## src/rtl/core/bts_wrap.sv

```systemverilog
// Signed integer modulo an unsigned modulus, remainder moved into [0, mod).
// Restoring division, one quotient bit per cycle.
module bts_wrap #(
  parameter int IW = 16,
  parameter int MW = 7
) (
  input  logic                 clk_i,
  input  logic                 rst_ni,
  input  logic                 start_i,
  input  logic signed [IW-1:0] value_i,
  input  logic [MW-1:0]        mod_i,
  output logic                 done_o,
  output logic [MW-1:0]        result_o
);

  localparam int CW = $clog2(IW + 1);

  logic          busy_q, done_q, neg_q;
  logic [CW-1:0] cnt_q;
  logic [IW-1:0] mag_q;
  logic [MW-1:0] rem_q;
  logic [MW:0]   trial;
  logic [MW-1:0] rem_d;

  always_comb begin
    trial = {rem_q, mag_q[IW-1]};
    if (trial >= {1'b0, mod_i}) begin
      rem_d = MW'(trial - {1'b0, mod_i});
    end else begin
      rem_d = trial[MW-1:0];
    end
  end

  always_ff @(posedge clk_i or negedge rst_ni) begin
    if (!rst_ni) begin
      busy_q <= 1'b0;
      done_q <= 1'b0;
      cnt_q  <= '0;
    end else begin
      done_q <= 1'b0;
      if (start_i) begin
        busy_q <= 1'b1;
        cnt_q  <= CW'(IW);
      end else if (busy_q) begin
        cnt_q <= cnt_q - 1'b1;
        if (cnt_q == CW'(1)) begin
          busy_q <= 1'b0;
          done_q <= 1'b1;
        end
      end
    end
  end

  always_ff @(posedge clk_i) begin
    if (start_i) begin
      neg_q <= value_i[IW-1];
      mag_q <= value_i[IW-1] ? -value_i : value_i;
      rem_q <= '0;
    end else if (busy_q) begin
      mag_q <= {mag_q[IW-2:0], 1'b0};
      rem_q <= rem_d;
    end
  end

  assign done_o   = done_q;
  assign result_o = (neg_q && rem_q != '0) ? MW'(mod_i - rem_q) : rem_q;

endmodule

```

## config.mk

```make
export PLATFORM = sky130hd
export DESIGN_NAME = bts_wrap
export DESIGN_NICKNAME = d
export VERILOG_FILES = /design/src/rtl/core/bts_wrap.sv
export SDC_FILE = /design/constraint.sdc
export NUM_CORES = 1
export LEC_CHECK = 0
export ABC_AREA = 1
export BUFFER_PORTS_ARGS = -buffer_cell sky130_fd_sc_hd__buf_2
export CORE_UTILIZATION = 62
export DETAILED_ROUTE_END_ITERATION = 7
export GPL_ROUTABILITY_DRIVEN = 0
export PLACE_DENSITY = 0.83
export SLEW_MARGIN = 15
export SYNTH_ARGS = -nofsm -noshare
export SYNTH_HDL_FRONTEND = slang
export SYNTH_SLANG_ARGS = --single-unit
export TNS_END_PERCENT = 100
```

## constraint.sdc

```tcl
create_clock -name clk_i -period 5.91 [get_ports clk_i]
set_input_delay 0.591 -clock clk_i [delete_from_list [all_inputs] [get_ports clk_i]]
set_output_delay 0.591 -clock clk_i [all_outputs]
set_load 0.01 [all_outputs]
```

==> results.ini <==
[yosys]
syn_area_per_cell_um2=6.99
ys_warn_count=0
syn-num-nets=392
ys_types=31
ys_seq_area_frac=0.340
synthCells=348
syn_area_mm2=0.00243
synth.ff_latch_count=31

[sta]
setup_viol=0
period_share=0.432
rsz0062_at_grt=no
maxSlewViolCount=0
clock_skew_ps=4.81
fin_hold_ws_ps=124
fin_crit_ps=2550
fmax_mhz=392
tns_ps=0
worst_pin_slew_ps=674
maxSlewHeadroom=0.550
finalHoldViolCount=0

[cts]
cts_hold_buf=0
cts_buffers=5
clkLatencyLatePin_ps=280
cts_resized=0
clockRootBuffer=clkbuf_8
htreeDepth=2
clock-sinks=31
cts_tree=built
path_clk_slew_ps=70
post-cts-setup-buffer-count=0
cts.path.max_buffers=2

[finish]
antenna_cells=0
multi_input_comb_area_mm2=0.00137
nets=425
final_util=0.737
design_area_mm2=0.00274
layout_common_cells=nand2_1, inv_1, nand3_1
final_common_cell=nand2_1
nFillCells=320
seqCellArea_um2=826
area_growth_pct=12.6
drive_gt1_frac=0.120

[setup_path]
cp_num_buf_inv=4
critPathKind=primary input to output pin
rrSetupSlack_ps=3720
cp.depth=12
cpMaxStageDelayCell=fa_1
rr_endpoint=rem_q[5]$_SDFFE_PP0P_
reg2regPathDepth=10
critPathTopFamily=adder cells
arrival_ps=1960
cp_common_cell=nand2_1
crit_required_ps=5320
max_stage_delay_ps=420
reg2reg_from=mag_q[15]$_DFFE_PP_
crit_path_start_kind=primary input
worst-path-max-fanout=2
crit_path_cell_trace=buf_2 > inv_1 > ha_1 > fa_1 > inv_1 > nand4_1 > nand2_1 > nand2_1 > nand2_1 > nand2_1 > nand2_1 > buf_2
cp-end-kind=output pin

[power_and_ir_drop]
p_leak_uw=0.00145
pwr-share-comb=0.517
p_switching_uw=461
power.density_mw_per_mm2=395
intPower_uw=621
vdd_drop_max_mv=0.280
swShare=0.426
power_uw=1080
p_seq_frac=0.300
pwr-share-clk=0.184

[detailed_routing]
routed_via_density=5.30
ant_nets=0
first_pass_iters=4
drt_iter0_drc=129
vias=2278
drt_wl_total_um=5240
wl_per_cell_um=12.2
drc=0

[floorplan]
io_pins=34
initial_utilization=0.655
die_height_um=64.6
dieArea_mm2=0.00418
die_w_um=64.6
core-area_mm2=0.00372
rows=22

[global_route]
grt_max_degree=24
grt_use_total=0.282
first_global_vias=2161
antenna_found_initial=0
grt_overflow=0
grt_first_pass_wirelength_um=9100

[place]
hpwlAfterDp_um=4050
placed_cell_area_mm2=0.00263
io_buffers=33

[outcome]
status=finished, final reports clean

[job]
drv_cap=0

[min_path]
hold_path_class=primary input to async pin

-- stage by stage --
stage / worst slack (ps) / std cells
2_1_floorplan: 3570 / 348
3_3_place_gp: 3390 / 422
3_5_place_dp: 3370 / 422
4_1_cts: 3360 / 430
5_1_grt: 3190 / 430
6_report: 3360 / 430
-- worst max-delay path by stage --
stage | end | slack, ps | start
final | result_o[6] | 3360 | mod_i[0]
after global routing | result_o[6] | 3190 | rem_q[0]$_SDFFE_PP0P_
after CTS | result_o[6] | 3360 | mod_i[0]
after detailed placement | result_o[6] | 3370 | mod_i[0]
after global placement | result_o[6] | 3390 | mod_i[0]
after floorplan | result_o[4] | 3570 | mod_i[0]
-- layer usage --
layer  part of all wire  up-vias  wire [µm]  track usage
li1                   -     1203          -            -
met2               0.48       45       2510        0.484
met3              0.037        6        194       0.0546
met1               0.47     1024       2470        0.353
met4              0.014        0         72       0.0944
met5                  0        -          0            0
-- flip-flops by register name, summed over array words and instances, names as in the netlist --
register,cells
busy_q,1
done_o,1
cnt_q,5
rem_q,7
neg_q,1
mag_q,16
-- cells in the mapped netlist, drive strengths merged --
master,instances,share of area
nand3,45,0.098
ha,16,0.082
o31ai,1,0.0031
dfxtp,7,0.058
dfrtp,7,0.072
nand2,104,0.16
xnor2,5,0.018
o21a,1,0.0031
xor2,6,0.022
clkbuf,4,0.0062
a31oi,2,0.0051
nand4,7,0.018
fa,2,0.016
o22ai,1,0.0026
or2,2,0.0062
buf,3,0.0072
edfxtp,17,0.21
nor3,1,0.0021
inv,54,0.083
a21oi,8,0.021
and2,1,0.0026
o21ai,22,0.045
a21o,2,0.0062
nand3b,3,0.0093
nor2,27,0.043
-- area by class of cell --
class | count | area share
sequential | 31 | 0.302
timing repair buffer | 33 | 0.0603
clock inverter | 1 | 0.00183
inverter | 54 | 0.0740
clock buffer | 7 | 0.0393
tap | 48 | 0.0219
multi-input combinational | 256 | 0.501
-- worst reg2reg max path, stage by stage (launching register included) --
cell      delay (ps)
edfxtp_1         370
inv_1            110
ha_1             150
inv_1             70
fa_1             440
nand3_1          100
nand3_1          130
o21ai_1          410
nand3_1          130
nand3_1          120
nand2_1           50
-- cells by family after synthesis --
| family | after synthesis | share of synthesized area |
|---|---|---|
| xor gates and xnor gates | 11 | 0.0396 |
| DFF | 31 | 0.340 |
| buffers and inverters | 61 | 0.0967 |
| adders and majority gates | 18 | 0.0988 |
| and+or+nand+nor | 190 | 0.339 |
| AOI/OAI and AO/OA | 37 | 0.0864 |
-- power groups by stage --
stage	clock [µW]	sequential, µW	combinational, µW
after floorplan	0	312	426
after detailed placement	0	327	553
after CTS	199	323	556
final	199	324	559
after global routing	208	330	639
after global placement	0	326	537
(Power assumes the default switching activity.)
